===== config.mk =====
export PLATFORM = sky130hd
export DESIGN_NAME = rte_scan
export DESIGN_NICKNAME = d
export VERILOG_FILES = /design/src/rtl/rte_pkg.sv /design/src/rtl/rte_scan.sv
export SDC_FILE = /design/constraint.sdc
export NUM_CORES = 1
export LEC_CHECK = 0
export BUFFER_PORTS_ARGS = -buffer_cell sky130_fd_sc_hd__buf_2
export CORE_MARGIN = 1.5
export CORE_UTILIZATION = 25
export DETAILED_ROUTE_END_ITERATION = 8
export MAX_ROUTING_LAYER = met4
export PLACE_DENSITY_LB_ADDON = 0.08
export SKIP_LAST_GASP = 1
export SYNTH_ARGS = -nofsm -noshare
export SYNTH_HDL_FRONTEND = slang
export SYNTH_SLANG_ARGS = --single-unit

===== constraint.sdc =====
create_clock -name clk_i -period 16.8 [get_ports clk_i]
set_clock_uncertainty 0.05 [all_clocks]
set_input_delay 2.52 -clock clk_i [delete_from_list [all_inputs] [get_ports clk_i]]
set_output_delay 2.52 -clock clk_i [all_outputs]
set_load 0.01 [all_outputs]

===== src/rtl/rte_pkg.sv =====
// -----------------------------------------------------------------------------
// rte_pkg
// Types and constants of the routing topology table engine.
// -----------------------------------------------------------------------------
`default_nettype none

package rte_pkg;

  localparam int SLOT_W   = 6;
  localparam int FLAG_W   = 3;
  localparam int DIST_W   = 32;
  localparam int STATUS_W = 2;

  // Flag bit positions in the flag store.
  localparam int FL_OCC   = 0;
  localparam int FL_VALID = 1;
  localparam int FL_SUCC  = 2;

  localparam logic [DIST_W-1:0] DIST_INF = '1;

  localparam logic [STATUS_W-1:0] STATUS_OK        = 2'd0;
  localparam logic [STATUS_W-1:0] STATUS_NOT_FOUND = 2'd1;
  localparam logic [STATUS_W-1:0] STATUS_FULL      = 2'd2;

  typedef enum logic [2:0] {
    OP_INSERT = 3'd0,
    OP_UPDATE = 3'd1,
    OP_REMOVE = 3'd2,
    OP_FEAS   = 3'd3,
    OP_BEST   = 3'd4,
    OP_FIND   = 3'd5
  } op_e;

  typedef enum logic [2:0] {
    S_CLEAR,
    S_IDLE,
    S_SCAN,
    S_SLOT,
    S_DRAIN,
    S_FINISH
  } state_e;

  // One table row apart from its flags.
  typedef struct packed {
    logic [9:0]        route_id;
    logic [7:0]        next_hop_id;
    logic [31:0]       addr;
    logic [7:0]        iface;
    logic [DIST_W-1:0] metric;
    logic [DIST_W-1:0] reported;
  } entry_t;

  typedef struct packed {
    logic clr;   // restart the accumulators
    logic proc;  // read data of one entry is present
  } scan_ctl_t;

  typedef struct packed {
    logic              match_hit;
    logic              free_hit;
    logic              best_hit;
    logic              feas_hit;
    logic [DIST_W-1:0] match_metric;
    logic [DIST_W-1:0] best_metric;
    logic [DIST_W-1:0] dmin;
  } scan_res_t;

endpackage

`default_nettype wire


===== src/rtl/rte_scan.sv =====
// -----------------------------------------------------------------------------
// rte_scan
// Per-entry search logic: exact match, first free slot, minimum distance with
// feasibility, and best successor, accumulated over one pass of the table.
// -----------------------------------------------------------------------------
`default_nettype none

module rte_scan #(
  parameter int ENTRIES = 64
) (
  input  wire logic                         clk_i,
  input  wire logic                         rst_ni,
  input  wire rte_pkg::scan_ctl_t           ctl_i,
  input  wire logic [$clog2(ENTRIES)-1:0]   idx_i,
  input  wire logic [rte_pkg::FLAG_W-1:0]   flags_i,
  input  wire rte_pkg::entry_t              entry_i,
  input  wire logic [9:0]                   route_id_i,
  input  wire logic [7:0]                   next_hop_id_i,
  input  wire logic [rte_pkg::DIST_W-1:0]   fd_i,
  output rte_pkg::scan_res_t                res_o,
  output logic      [$clog2(ENTRIES)-1:0]   match_idx_o,
  output logic      [$clog2(ENTRIES)-1:0]   free_idx_o,
  output logic      [$clog2(ENTRIES)-1:0]   best_idx_o
);
  import rte_pkg::*;

  localparam int IW = $clog2(ENTRIES);

  logic              match_hit_q, free_hit_q, best_hit_q, feas_hit_q;
  logic [IW-1:0]     match_idx_q, free_idx_q, best_idx_q;
  logic [DIST_W-1:0] match_metric_q, best_metric_q, best_addr_q, dmin_q;

  logic live, rmatch, kmatch, below_fd;

  assign live     = flags_i[FL_OCC] && flags_i[FL_VALID];
  assign rmatch   = (entry_i.route_id == route_id_i);
  assign kmatch   = rmatch && (entry_i.next_hop_id == next_hop_id_i);
  assign below_fd = (entry_i.reported < fd_i);

  always_ff @(posedge clk_i or negedge rst_ni) begin
    if (!rst_ni) begin
      match_hit_q <= 1'b0;
      free_hit_q  <= 1'b0;
      best_hit_q  <= 1'b0;
      feas_hit_q  <= 1'b0;
      dmin_q      <= DIST_INF;
    end else if (ctl_i.clr) begin
      match_hit_q <= 1'b0;
      free_hit_q  <= 1'b0;
      best_hit_q  <= 1'b0;
      feas_hit_q  <= 1'b0;
      dmin_q      <= DIST_INF;
    end else if (ctl_i.proc) begin
      if (!match_hit_q && live && kmatch) begin
        match_hit_q <= 1'b1;
      end
      if (!free_hit_q && !flags_i[FL_OCC]) begin
        free_hit_q <= 1'b1;
      end
      // A strictly lower metric restarts the feasibility flag at this source.
      if (live && rmatch) begin
        if (entry_i.metric < dmin_q) begin
          dmin_q     <= entry_i.metric;
          feas_hit_q <= below_fd;
        end else if (entry_i.metric == dmin_q && below_fd) begin
          feas_hit_q <= 1'b1;
        end
      end
      if (live && flags_i[FL_SUCC] && rmatch) begin
        best_hit_q <= 1'b1;
      end
    end
  end

  // Payload of the winners; only meaningful once the matching hit flag is set.
  always_ff @(posedge clk_i) begin
    if (ctl_i.proc) begin
      if (!match_hit_q && live && kmatch) begin
        match_idx_q    <= idx_i;
        match_metric_q <= entry_i.metric;
      end
      if (!free_hit_q && !flags_i[FL_OCC]) begin
        free_idx_q <= idx_i;
      end
      // Ties on metric and address keep the earlier, lower slot.
      if (live && flags_i[FL_SUCC] && rmatch) begin
        if (!best_hit_q || entry_i.metric < best_metric_q ||
            (entry_i.metric == best_metric_q && entry_i.addr < best_addr_q)) begin
          best_idx_q    <= idx_i;
          best_metric_q <= entry_i.metric;
          best_addr_q   <= entry_i.addr;
        end
      end
    end
  end

  always_comb begin
    res_o.match_hit    = match_hit_q;
    res_o.free_hit     = free_hit_q;
    res_o.best_hit     = best_hit_q;
    res_o.feas_hit     = feas_hit_q;
    res_o.match_metric = match_metric_q;
    res_o.best_metric  = best_metric_q;
    res_o.dmin         = dmin_q;
  end

  assign match_idx_o = match_idx_q;
  assign free_idx_o  = free_idx_q;
  assign best_idx_o  = best_idx_q;

endmodule

`default_nettype wire


==> results_dict.tcl <==
set metrics [dict create \
    gr-total-overflow 0 \
    io_buffers 294 \
    core_area_um2 32500 \
    clk_path_buf_depth 2 \
    final_cell_area_um2 10700 \
    switching_share 0.258 \
    post-route-min-period_ns 5.39 \
    synth-main-ff-cell "edfxtp_1" \
    place.gp.congestion 0.740 \
    num_vias 6261 \
    synth_mux_area_frac 0 \
    clk_pin_slew_worst_paths_ns 0.06 \
    clock-sinks 150 \
    fmax_mhz 186 \
    holdCritPathClass "reg -> reg" \
    yosysMostFrequentCell "inv_1" \
    ir_worst_vdd_uv 67.5 \
    ys_top_cells_by_count "inv_1, ha_1, edfxtp_1" \
    synth-seq-area-share 0.532 \
    cts_tree "built" \
    antenna_cells 0 \
    required_ns 16.81 \
    cts_made_buffers 17 \
    grt_max_degree 41 \
    multi_input_area_um2 3290 \
    fin_crit_sh 0.321 \
    clockRootBuffer "clkbuf_16" \
    finish.utilization 0.331 \
    synth_cell_types 46 \
    seqPwrFrac 0.464 \
    syn_to_final_growth_pct 30.9 \
    end_kind "register" \
    p_per_area_nw_per_um2 83.5 \
    drv_slew 0 \
    std_cell_rows 66 \
    status "complete, no violations" \
    netlist_instances 711 \
    synthArstFlopShare 0.240 \
    setup_viol 0 \
    final_nets 1325 \
    place_hpwl_um 18000 \
    finalHoldViolations 0 \
    relSlewSlack 0.274 \
    power_frac_clock 0.406 \
    power_switching_uw 231 \
    placed_cell_area_um2 10200 \
    p_int_uw 666 \
    crit_path_start_kind "input port" \
    antenna_found_initial 0 \
    p_leak_uw 0.00501 \
    ys_seq_elements 150 \
    ff_latch_area_um2 4360 \
    fp.dieW_um 184 \
    yosys_warnings 0 \
    yosysTopAreaCell "edfxtp_1" \
    synth_top_family_by_area "adder cells" \
    h-tree-depth 4 \
    drive_above_1_share 0.356 \
    rsz0062_at_grt "false" \
    synth-simple-area-share 0.0635 \
    synth-xor-area-share 0.0192 \
    first_pass_iters 4 \
    drc 0 \
    wire_per_inst_um 15.9 \
    via_per_inst 4.26 \
    die_area_um2 33900 \
    worst_slew_pin_slew_ns 1.09 \
    tns_ns 0 \
    combPwrFrac 0.130 \
    ant_nets 0 \
    hold_buffers 0 \
    synth_area_um2 8200 \
    critPathArrivalTime_ns 5.40 \
    maxCapViolCount 0 \
    synth_top_area_share 0.417 \
    num-fill-cells 3331 \
    cts_resized 0 \
    crit_type "in -> reg" \
    ios 303 \
    drt_iter0_drc 238 \
    synth_fa_ha_area_frac 0.192 \
    grt_usage 0.143 \
    cp_max_fo 39 \
    ys_top_cells_by_area "edfxtp_1, ha_1, dfstp_2, inv_1, o21ai_0" \
    totalWireLength_um 23300 \
    cts_setup_buffers 0 \
    synth_compound_area_frac 0.124 \
    grt_pass1_wl_um 35200 \
    synth.avg_cell_area_um2 11.5 \
    grt_pass1_vias 6206 \
    die_h_um 184 \
    initial_core_util 0.253 \
    synth_fp_nets 1022 \
    holdWs_ns 0.452 \
    synth_edf_count 114 \
    clock_latency_ns 0.43 \
]
per-stage QoR:
| stage | std cells | worst slack (ns) | power (uW) |
|---|---|---|---|
| floorplan | 711 | 7.08 | 484 |
| global placement | 1437 | 10.86 | 542 |
| detailed placement | 1437 | 10.85 | 542 |
| CTS | 1469 | 11.30 | 915 |
| global route | 1469 | 11.20 | 946 |
| finish | 1469 | 11.41 | 897 |
critical path, cell delays in order:
cell and delay (ns):
buf_2 0.14, ha_1 0.30, and4_1 0.21, nand3_1 0.15, nor3_1 0.69, o2111ai_1 0.27, nor3_1 0.25, o31ai_1 0.16
o32ai_4 0.15, buf_4 0.52
sequential cells by signal, indices dropped and copies added (netlist names):
register / flops
best_idx_o: 6
best_metric_q: 32
dmin_q: 32
best_addr_q: 32
free_idx_o: 6
match_idx_o: 6
feas_hit_q: 1
best_hit_q: 1
match_hit_q: 1
match_metric_q: 32
free_hit_q: 1
worst paths after layout:
kind	start	endpoint	slack [ns]	cells after the start
setup / recovery	entry_i[57]	best_metric_q[15]	11.41	10
max in group asynchronous	rst_ni	best_hit_q	13.89	1
hold / removal	dmin_q[27]	dmin_q[27]	0.45	2
hold reg to reg	dmin_q[27]	dmin_q[27]	0.45	2
setup reg to reg	best_metric_q[30]	best_metric_q[15]	13.26	10
min in group asynchronous	rst_ni	feas_hit_q	2.20	1
power groups by stage:
stage               Combinational [uW]  Clock [uW]  Sequential [uW]
global route                       135         394              417
finish                             116         364              416
floorplan                         56.0           0              428
CTS                                119         380              416
global placement                   119           0              424
detailed placement                 118           0              424
layout make-up:
cell class | instances | area share
Multi-Input combinational cell | 418 | 0.307
Tap cell | 442 | 0.0515
Clock buffer | 19 | 0.0403
Timing Repair Buffer | 298 | 0.140
Inverter | 129 | 0.0451
Clock inverter | 13 | 0.0101
Sequential cell | 150 | 0.406
cell usage in the layout (no fill, tap or decap), drive strengths merged, types with 10 or more instances in the layout:
cell type	instances
a21o	10
a21oi	36
buf	298
clkbuf	19
dfstp	32
edfxtp	114
ha	126
inv	130
nand2	22
nand4	21
nor2	21
o21ai	88
xnor2	10
layer usage:
metal / vias to the layer above / GRT usage / part of all wire
met1: 2887 / 0.185 / 0.48
li1: 3167 / - / -
met3: 16 / 0.0369 / 0.053
met5: - / - / 0
met4: 0 / 0.0374 / 0.012
met2: 191 / 0.220 / 0.46
cells by family after synthesis:
group,Yosys count
simple gates,101
buf+inv,143
fa+ha+maj,126
compound gates,173
xor+xnor,18
flops,150
No activity file was read; power rests on OpenSTA's default activity.
