[src/rtl/rte_ram.sv]
// -----------------------------------------------------------------------------
// rte_ram
// Generic single-write, single-read RAM with a registered read port.
// -----------------------------------------------------------------------------
`default_nettype none

module rte_ram #(
  parameter int WIDTH = 8,
  parameter int DEPTH = 64
) (
  input  wire logic                     clk_i,
  input  wire logic                     we_i,
  input  wire logic [$clog2(DEPTH)-1:0] waddr_i,
  input  wire logic [WIDTH-1:0]         wdata_i,
  input  wire logic                     re_i,
  input  wire logic [$clog2(DEPTH)-1:0] raddr_i,
  output logic      [WIDTH-1:0]         rdata_o
);

  logic [WIDTH-1:0] mem_q [DEPTH];

  always_ff @(posedge clk_i) begin
    if (we_i) begin
      mem_q[waddr_i] <= wdata_i;
    end
    if (re_i) begin
      rdata_o <= mem_q[raddr_i];
    end
  end

endmodule

`default_nettype wire

[config.mk]
export PLATFORM = sky130hd
export DESIGN_NAME = rte_ram
export DESIGN_NICKNAME = d
export VERILOG_FILES = /design/src/rtl/rte_ram.sv
export SDC_FILE = /design/constraint.sdc
export NUM_CORES = 1
export LEC_CHECK = 0
export ABC_AREA = 1
export BUFFER_PORTS_ARGS = -buffer_cell sky130_fd_sc_hd__buf_2
export CAP_MARGIN = 20
export CELL_PAD_IN_SITES_DETAIL_PLACEMENT = 1
export CELL_PAD_IN_SITES_GLOBAL_PLACEMENT = 1
export CORE_ASPECT_RATIO = 0.75
export CORE_MARGIN = 1.5
export CORE_UTILIZATION = 55
export CTS_BUF_LIST = sky130_fd_sc_hd__clkbuf_2 sky130_fd_sc_hd__clkbuf_4 sky130_fd_sc_hd__clkbuf_8
export DETAILED_ROUTE_END_ITERATION = 6
export HOLD_SLACK_MARGIN = 0.1
export PLACE_DENSITY = 0.89
export SYNTH_ARGS = -nofsm -noshare
export SYNTH_HDL_FRONTEND = slang
export SYNTH_SLANG_ARGS = --single-unit
[constraint.sdc]
create_clock -name clk_i -period 5.51 [get_ports clk_i]
set_input_delay 1.102 -clock clk_i [delete_from_list [all_inputs] [get_ports clk_i]]
set_output_delay 1.102 -clock clk_i [all_outputs]
set_load 0.01 [all_outputs]
==> impl_metrics.csv, run 1 <==
group,metric,value,unit
outcome,status,"completed",
timing,finalCriticalPeriod,3300,ps
grt,grt_overflow,0,
route,via_per_inst,6.234,
finish,drive_above_1_share,9.443,%
placement,globalplace.congestion,0.8525,
critical_path,end_kind,"register",
route,drtIter0Drc,1790,
synthesis,ys_seq_area_share,72.90,%
synthesis,ys_warn_count,0,
finish,final_area,0.02315,sq mm
critical_path,crit_path_frequent_cell,"nand3_1",
synthesis,synth.area.mux_share,0,%
timing,setup_viol_count_final,0,
floorplan,row_count,62,
critical_path,cp-start-kind,"input pin",
finish,utilization,60.40,%
route,wl_per_cell,26.24,um
clocking,h-tree-depth,3,
route,drc,0,
route,ant_nets,0,
critical_path,crit_type,"input pin to register",
critical_path,cp_max_fo,71,
synthesis,syn-mean-instance-area,11.87,sq um
power,power_density,347.5,mW/mm^2
clocking,cts_buffers,79,
timing,slew_headroom,23.91,%
clocking,cts_root_buf,"clkbuf_8",
run,maxCapViolCount,0,
clocking,clk_pin_slew,60,ps
timing,maxSlewViolCount,0,
power,total_power,8.043,mW
synthesis,synthXorXnorAreaFrac,0,%
placement,io_buffers,30,
finish,syn_to_final_growth,8.061,%
clocking,cts_resized,0,
route,wirelength,62990,um
timing,clock_skew,19.69,ps
placement,place_area,0.02165,sq mm
synthesis,synth_compound_area_share,0,%
clocking,numClockSinks,520,
synthesis,syn_inst,1805,
floorplan,fp.dieH,173.9,um
timing,fmax,303.0,MHz
critical_path,crit_arrival,3690,ps
synthesis,syn_nets,1828,
synthesis,synth_top_family_by_area,"simple AND/OR/NAND/NOR gates",
placement,place_ws,1680,ps
finish,final_cell_mix,"648 x nand2_1, 520 x edfxtp_1, 439 x nand3_1",
grt,grt_pass1_vias,15718,
critical_path,cp_slowest_cell,"buf_4",
grt,antenna_found_initial,3,
grt,grt_max_degree,201,
timing,finalSetupTns,0,ps
grt,grt_pass1_wl,95340,um
power,vdd_ir_drop_max,0.2101,mV
timing,hold_viol_final,0,
placement,hpwl,36250,um
synthesis,ys_types,15,
critical_path,crit_path_max_incr_delay,850,ps
clocking,tritoncts,"yes",
floorplan,pin_count,31,
clocking,post_cts_buffers,0,
clocking,cts_hold_buf,0,
synthesis,synth_seq_cells,520,
critical_path,crit_chain,"buf_4 > buf_4 > nand3_1 > nand3_1 > nand2_1 > nand2_1 > nand3_1 > nand3_1 > nand2_1",
timing,finalWorstSetupSlack,2210,ps
route,drt_pass1_iterations,6,
critical_path,critPathRequiredTime,5900,ps
finish,layout_commonest_cell,"nand2_1",
timing,period_share,59.89,%
floorplan,die_x,230.9,um
power,leakage,8.305,nW
synthesis,yosys.area_share.adder,0,%
clocking,clk_latency,650,ps
timing,worstMarginPinSlew,1140,ps
timing,rsz0062_at_grt,"no",
floorplan,die-area,0.04015,sq mm
finish,nets,1852,
min_path,min_path_type,"input pin to register",
grt,grt_util_all_layers,32.12,%
synthesis,synth-simple-area-share,23.09,%
floorplan,initial_utilization,55.89,%
clocking,cts_buffer_depth,3,
synthesis,syn_area,0.02142,sq mm
floorplan,core_area,0.03832,sq mm
finish,n_fill_cell,3875,
route,route.vias.total,14961,
cells in the mapped netlist (all sizes together):
| library cell | instances | area (sq um) |
|---|---|---|
| nand2 | 648 | 2432 |
| edfxtp | 520 | 15610 |
| nand3 | 439 | 2197 |
| buf | 98 | 752.0 |
| nor2 | 56 | 210.2 |
| clkbuf | 15 | 56.30 |
| inv | 12 | 50.05 |
| nand4 | 9 | 56.30 |
| nor4 | 8 | 50.05 |
registers in the layout (all words and copies together) (netlist names):
name	count
mem_q	512
rdata_o	8
power by group:
group	switching [mW]	internal (mW)	total, mW
clock network	1.49	1.61	3.11
registers	0.0181	4.39	4.41
logic	0.410	0.118	0.528
area by class of cell:
| type | instances | area [sq um] | area share (%) |
|---|---|---|---|
| clock buffer | 112 | 1348 | 5.822 |
| timing repair buffer | 56 | 399.1 | 1.724 |
| tap | 512 | 640.6 | 2.768 |
| clock inverter | 25 | 137.6 | 0.5946 |
| antenna | 3 | 7.507 | 0.03243 |
| sequential | 520 | 15620 | 67.46 |
| inverter | 12 | 52.55 | 0.2270 |
| multi-input combinational | 1160 | 4946 | 21.37 |
logic make-up after synthesis:
group	Yosys count
flops	520
buf+inv	125
simple gates	1160
layer usage:
metal | wire (um) | part of all wire (%) | up-vias | track usage, %
met2 | 30140 | 48 | 907 | 51.13
met5 | 0 | 0 | - | 0
met1 | 23800 | 38 | 7470 | 42.40
met4 | 2035 | 3.2 | 0 | 11.74
li1 | - | - | 6408 | -
met3 | 7007 | 11 | 176 | 9.137
metrics by stage:
| stage | hold slack [ps] | std cells |
|---|---|---|
| after global routing | 861.2 | 2398 |
| after CTS | 831.7 | 2397 |
| after global placement | 869.6 | 2259 |
| final | 877.5 | 2400 |
| after detailed placement | 897.6 | 2260 |
| after floorplan | 797.2 | 1805 |
worst paths after layout:
check,end,cells after the start,slack [ps],start
setup reg to reg,rdata_o[6],8,3800,mem_q[34][6]
setup / recovery,rdata_o[6],9,2210,raddr_i[1]
hold / removal,rdata_o[7],1,880,re_i
hold reg to reg,rdata_o[0],8,940,mem_q[52][0]
critical path, delay by kind of cell:
kind	cells	cell delay, ps
AND/OR/NAND/NOR	7	1110
buffers and inverters	2	1450
(Power assumes the default switching activity.)
==> inputs of run 2 (changes only) <==
ABC_AREA = 0   (was 1)
CORE_UTILIZATION = 52   (was 55)
PLACE_DENSITY = 0.83   (was 0.89)
clock period = 3 ns   (was 5.51 ns; I/O delays follow)
==> impl_metrics.csv, run 2 <==
group,metric,value,unit
synthesis,ys_types,39,
grt,antenna_found_initial,0,
power,swShare,22.02,%
synthesis,ys_seq_area_share,77.12,%
critical_path,rrSetupSlack,520,ps
clocking,cts_hold_buf,0,
run,maxCapViolCount,0,
synthesis,synth_compound_area_share,2.064,%
floorplan,die-area,0.04014,sq mm
synthesis,synth-async-reset-ratio,0,%
placement,placedCellCount,1540,
grt,grt_max_degree,65,
power,p_int,11.19,mW
placement,hpwl,33030,um
synthesis,syn_area,0.02025,sq mm
finish,drive_above_1_share,33.88,%
placement,io_buffers,30,
timing,hold_viol_final,0,
clocking,clk_pin_slew,60,ps
floorplan,fp.dieH,173.9,um
power,seqPwrFrac,56.4,%
power,vdd_ir_drop_max,0.4950,mV
clocking,tritoncts,"yes",
route,wirelength,51030,um
synthesis,yosys.area_share.adder,0,%
finish,utilization,60.30,%
synthesis,syn_nets,963,
synthesis,netlist_top_cells_count,"520 x edfxtp_1, 126 x mux4_2, 83 x nor2_1",
floorplan,die_x,230.9,um
synthesis,synth_seq_cells,520,
clocking,h-tree-depth,3,
finish,fin_cells,1676,
placement,globalplace.congestion,0.8259,
floorplan,row_count,62,
grt,grt_pass1_vias,11125,
finish,final_cell_mix,"520 x edfxtp_1, 126 x mux4_2, 102 x buf_4",
synthesis,synth_top_family_by_area,"multiplexers",
floorplan,pin_count,31,
timing,finalCriticalPeriod,2596,ps
clocking,post_cts_buffers,0,
synthesis,synthTopCellsByArea,"edfxtp_1 77%, mux4_2 14%, nor2_1 1.5%, mux2i_1 1.1%, mux2_2 0.72%",
synthesis,ys_warn_count,0,
clocking,cts_resized,0,
clocking,cts_buffers,78,
synthesis,synth_top_cell_by_area,"edfxtp_1",
min_path,min_path_type,"input pin to register",
critical_path,crit_type,"input pin to register",
clocking,clk_latency,640,ps
clocking,cts_root_buf,"clkbuf_8",
synthesis,synthXorXnorAreaFrac,0,%
timing,rsz0062_at_grt,"no",
finish,largest_reg_flops,512,
finish,regMostFlops,"mem_q",
clocking,cts_buffer_depth,3,
route,drtIter0Drc,1068,
power,power_density,620.7,mW/mm^2
clocking,numClockSinks,520,
synthesis,synth-edff-count,520,
route,route.vias.total,10386,
synthesis,ys.flop_type,"edfxtp_1",
route,drt_pass1_iterations,4,
floorplan,initial_utilization,52.83,%
grt,grt_overflow,0,
power,leakage,7.452,nW
timing,fmax,385.3,MHz
critical_path,cp-start-kind,"input pin",
finish,nets,1131,
critical_path,cp_max_fo,30,
timing,slew_headroom,32.89,%
power,p_clk_share,38.1,%
power,p_sw,3.158,mW
finish,reg.largest.list,"mem_q (512), rdata_o (8)",
power,pwr-share-comb,5.6,%
critical_path,end_kind,"register",
grt,grt_util_all_layers,26.48,%
timing,setup_viol_count_final,0,
timing,maxSlewViolCount,0,
route,via_per_inst,6.197,
timing,hold-worst-slack,293.7,ps
route,wl_per_cell,30.45,um
route,drc,0,
outcome,status,"completed",
grt,grt_pass1_wl,75470,um
timing,clock_skew,24.17,ps
critical_path,crit_arrival,2940,ps
finish,n_fill_cell,3266,
power,total_power,14.34,mW
finish,syn_to_final_growth,14.13,%
synthesis,synth.most_common_cell,"edfxtp_1",
timing,period_share,86.52,%
floorplan,core_area,0.03832,sq mm
synthesis,syn-mean-instance-area,21.54,sq um
timing,worstMarginPinSlew,1007,ps
route,ant_nets,0,
finish,layout_commonest_cell,"edfxtp_1",
synthesis,synth-simple-area-share,3.374,%
synthesis,synth.area.mux_share,15.88,%
synthesis,syn_inst,940,
critical_path,critPathRequiredTime,3340,ps
synthesis,yosysTopAreaCellShare,77.12,%
==> run 2: changes by cell type after synthesis, sizes merged, moves of 7 or more <==
cell | before | now
nor2b | 0 | 14
nand3 | 439 | 13
mux4 | 0 | 126
nand2 | 648 | 19
mux2i | 0 | 23
inv | 12 | 0
nand2b | 0 | 7
o221ai | 0 | 8
nor2 | 56 | 83
nor3 | 0 | 7
o22ai | 0 | 8
nand4 | 9 | 2
mux2 | 0 | 13
buf | 98 | 34
==> run 2: routing by layer <==
metal / track usage [%] / share of wire [%] / vias to the layer above / routed length [um]
met5: 0 / 0 / - / 0
met4: 8.851 / 2.9 / 0 / 1464
met3: 7.056 / 8.2 / 99 / 4195
met2: 39.90 / 47 / 472 / 24170
met1: 38.02 / 42 / 5543 / 21200
li1: - / - / 4272 / -
==> run 2: area by class of cell <==
type                            instances  area (sq um)  share of cell area, %
Sequential cell                       520         15620                  67.58
Clock buffer                          101          1259                  5.447
Clock inverter                         34         180.2                 0.7797
Tap cell                              512         640.6                  2.772
Multi-Input combinational cell        369          4315                  18.68
Timing Repair Buffer                  139          1095                  4.738
Antenna cell                            1         2.502                0.01083
==> run 2: through the flow <==
step           cell area [sq um]  worst slack (ps)  setup TNS, ps
2_1_floorplan              20250             593.7              0
3_3_place_gp               21670            -91.86         -91.86
6_report                   23110             404.4              0
4_1_cts                    23100             529.6              0
5_1_grt                    23100             330.2              0
3_5_place_dp               21670            -160.1         -160.1
==> run 2: critical path, cell delays in order <==
cell	delay [ps]
clkbuf_8	190
buf_12	260
buf_4	250
buf_4	160
mux2_2	360
a221oi_1	870
o2bb2ai_1	170
==> run 2: worst paths after layout <==
check,startpoint,end,cells past startpoint
setup / recovery,raddr_i[0],rdata_o[2],7
setup reg to reg,mem_q[46][2],rdata_o[2],4
hold reg to reg,mem_q[23][2],rdata_o[2],4
hold / removal,wdata_i[6],mem_q[63][6],1
==> run 2: power groups by stage <==
stage | registers (mW) | logic (mW) | clock network [mW]
finish | 8.08 | 0.800 | 5.46
global route | 8.08 | 0.843 | 5.83
CTS | 8.08 | 0.801 | 5.56
detailed placement | 8.24 | 0.797 | 0
global placement | 8.23 | 0.757 | 0
floorplan | 8.23 | 0.429 | 0
==> run 2: logic make-up after synthesis <==
| logic type | count (synthesis) |
|---|---|
| mux | 162 |
| flops | 520 |
| buf+inv | 51 |
| simple gates | 153 |
| compound gates | 54 |
==> inputs of run 3 (changes only) <==
CORE_UTILIZATION = 50   (was 52)
CTS_BUF_LIST = sky130_fd_sc_hd__clkbuf_16   (was sky130_fd_sc_hd__clkbuf_2 sky130_fd_sc_hd__clkbuf_4 sky130_fd_sc_hd__clkbuf_8)
PLACE_DENSITY = 0.8   (was 0.83)
==> impl_metrics.csv, run 3 (synthesis results as in run 2) <==
group,metric,value,unit
clocking,h-tree-depth,2,
route,route.vias.total,10402,
power,p_sw,3.131,mW
route,drtIter0Drc,1076,
floorplan,die_x,235.4,um
floorplan,initial_utilization,50.96,%
clocking,post_cts_buffers,0,
finish,drive_above_1_share,31.68,%
timing,hold_viol_final,0,
finish,reg.largest.list,"mem_q (512), rdata_o (8)",
power,total_power,14.72,mW
clocking,cts_root_buf,"clkbuf_16",
grt,antenna_found_initial,3,
power,seqPwrFrac,54.9,%
timing,period_share,85.31,%
grt,grt_pass1_vias,11111,
timing,setup_viol_count_final,0,
power,swShare,21.27,%
power,power_density,632.5,mW/mm^2
finish,largest_reg_flops,512,
min_path,min_path_cells,1,
power,vdd_ir_drop_max,0.4732,mV
timing,finalCriticalPeriod,2559,ps
min_path,min_path_type,"input pin to register",
floorplan,core_area,0.03973,sq mm
route,drt_pass1_iterations,5,
timing,slew_headroom,43.49,%
route,via_per_inst,6.308,
critical_path,critPathBufInv,2,
timing,maxSlewViolCount,0,
route,wl_per_cell,31.83,um
clocking,cts_buffer_depth,3,
min_path,hold_path_end,"rdata_o[0]",
critical_path,crit_path_max_incr_delay,520,ps
clocking,clk_pin_slew,70,ps
grt,grt_max_degree,65,
critical_path,end_kind,"register",
route,drc,0,
clocking,cts_hold_buf,0,
timing,clock_skew,25.86,ps
clocking,cts_resized,0,
outcome,status,"completed",
critical_path,critPathRequiredTime,3300,ps
critical_path,ff2ff_path_depth,5,
power,p_clk_share,39.4,%
critical_path,r2r_end,"rdata_o[6]",
route,wirelength,52480,um
critical_path,r2r-start,"mem_q[20][6]",
power,leakage,7.529,nW
finish,final_cell_mix,"520 x edfxtp_1, 126 x mux4_2, 116 x buf_4",
finish,utilization,58.56,%
critical_path,crit_type,"input pin to register",
finish,syn_to_final_growth,14.91,%
grt,grt_pass1_wl,76960,um
run,maxCapViolCount,0,
critical_path,cp-start-kind,"input pin",
clocking,clk_latency,580,ps
power,p_int,11.59,mW
placement,io_buffers,30,
min_path,min_from,"re_i",
placement,hpwl,33770,um
placement,globalplace.congestion,0.8313,
floorplan,row_count,63,
finish,regMostFlops,"mem_q",
critical_path,crit_chain,"clkbuf_8 > buf_4 > mux4_2 > mux2_2 > o221a_2 > nor3_1 > o32ai_1",
critical_path,cp_max_fo,23,
timing,finalSetupTns,0,ps
grt,grt_overflow,0,
floorplan,fp.dieH,177.3,um
clocking,numClockSinks,520,
finish,nets,1116,
clocking,cts_buffers,48,
critical_path,cp_slowest_cell,"mux4_2",
floorplan,die-area,0.04172,sq mm
finish,layout_commonest_cell,"edfxtp_1",
route,ant_nets,0,
critical_path,crit_arrival,2860,ps
clocking,tritoncts,"yes",
critical_path,rrSetupSlack,670,ps
timing,worstMarginPinSlew,844.5,ps
floorplan,pin_count,31,
power,pwr-share-comb,5.7,%
timing,rsz0062_at_grt,"no",
timing,fmax,390.7,MHz
critical_path,critical-path-top-delay-family,"multiplexers",
grt,grt_util_all_layers,25.94,%
## run 3: cell types whose count changed in the layout (fill, tap and decap cells not counted)
cell	before	now
buf_12	9	10
bufinv_16	1	3
clkbuf_16	0	49
clkinv_1	21	11
inv_6	1	2
clkbuf_4	21	0
inv_1	0	11
clkinv_2	8	7
clkinvlp_4	3	1
diode_2	1	2
buf_4	102	116
clkbuf_8	81	1
## run 3: worst reg2reg max path, cell delays in order, from the launching register on
cell	delay, ps
edfxtp_1	400
mux4_2	500
mux2_2	290
o221a_2	290
nor3_1	430
o32ai_1	150
## run 3: worst max path at each step
stage,startpoint,to,slack (ps),cells after the start
after CTS,raddr_i[0],rdata_o[6],490,7
after global placement,raddr_i[0],rdata_o[6],3,7
after floorplan,raddr_i[1],rdata_o[3],590,7
after global routing,raddr_i[0],rdata_o[6],470,7
after detailed placement,raddr_i[0],rdata_o[6],-80,7
final,raddr_i[0],rdata_o[6],440,7
## run 3: cell type report
type	instances	area, sq um
clock buffers	49	1226
diodes	2	5.005
clock inverters	35	232.7
fillers	3378	16460
multi-input cells	369	4315
repair buffers	154	1220
well taps	520	650.6
flip-flops and latches	520	15620
## run 3: stage by stage
stage	instances	hold slack, ps	instance area, sq um	setup slack [ps]
finish	1649	421.9	23260	440.6
global route	1647	413.9	23260	469.0
detailed placement	1562	931.4	21780	-80.56
floorplan	940	698.9	20250	593.7
CTS	1646	399.0	23240	486.2
global placement	1562	924.6	21780	2.787
## run 3: power groups by stage
stage / clock, mW / sequential [mW] / combinational (mW)
2_1_floorplan: 0 / 8.23 / 0.429
6_report: 5.80 / 8.08 / 0.835
3_5_place_dp: 0 / 8.24 / 0.819
3_3_place_gp: 0 / 8.23 / 0.779
4_1_cts: 5.84 / 8.08 / 0.827
5_1_grt: 6.07 / 8.08 / 0.876
## run 3: layer usage
metal	GRT usage (%)	vias up	part of all wire, %	wire length, um
li1	-	4234	-	-
met1	36.27	5539	41	21380
met2	40.58	519	47	24550
met3	6.535	106	9.5	4967
met4	8.333	4	3.0	1559
met5	0	-	0.051	27
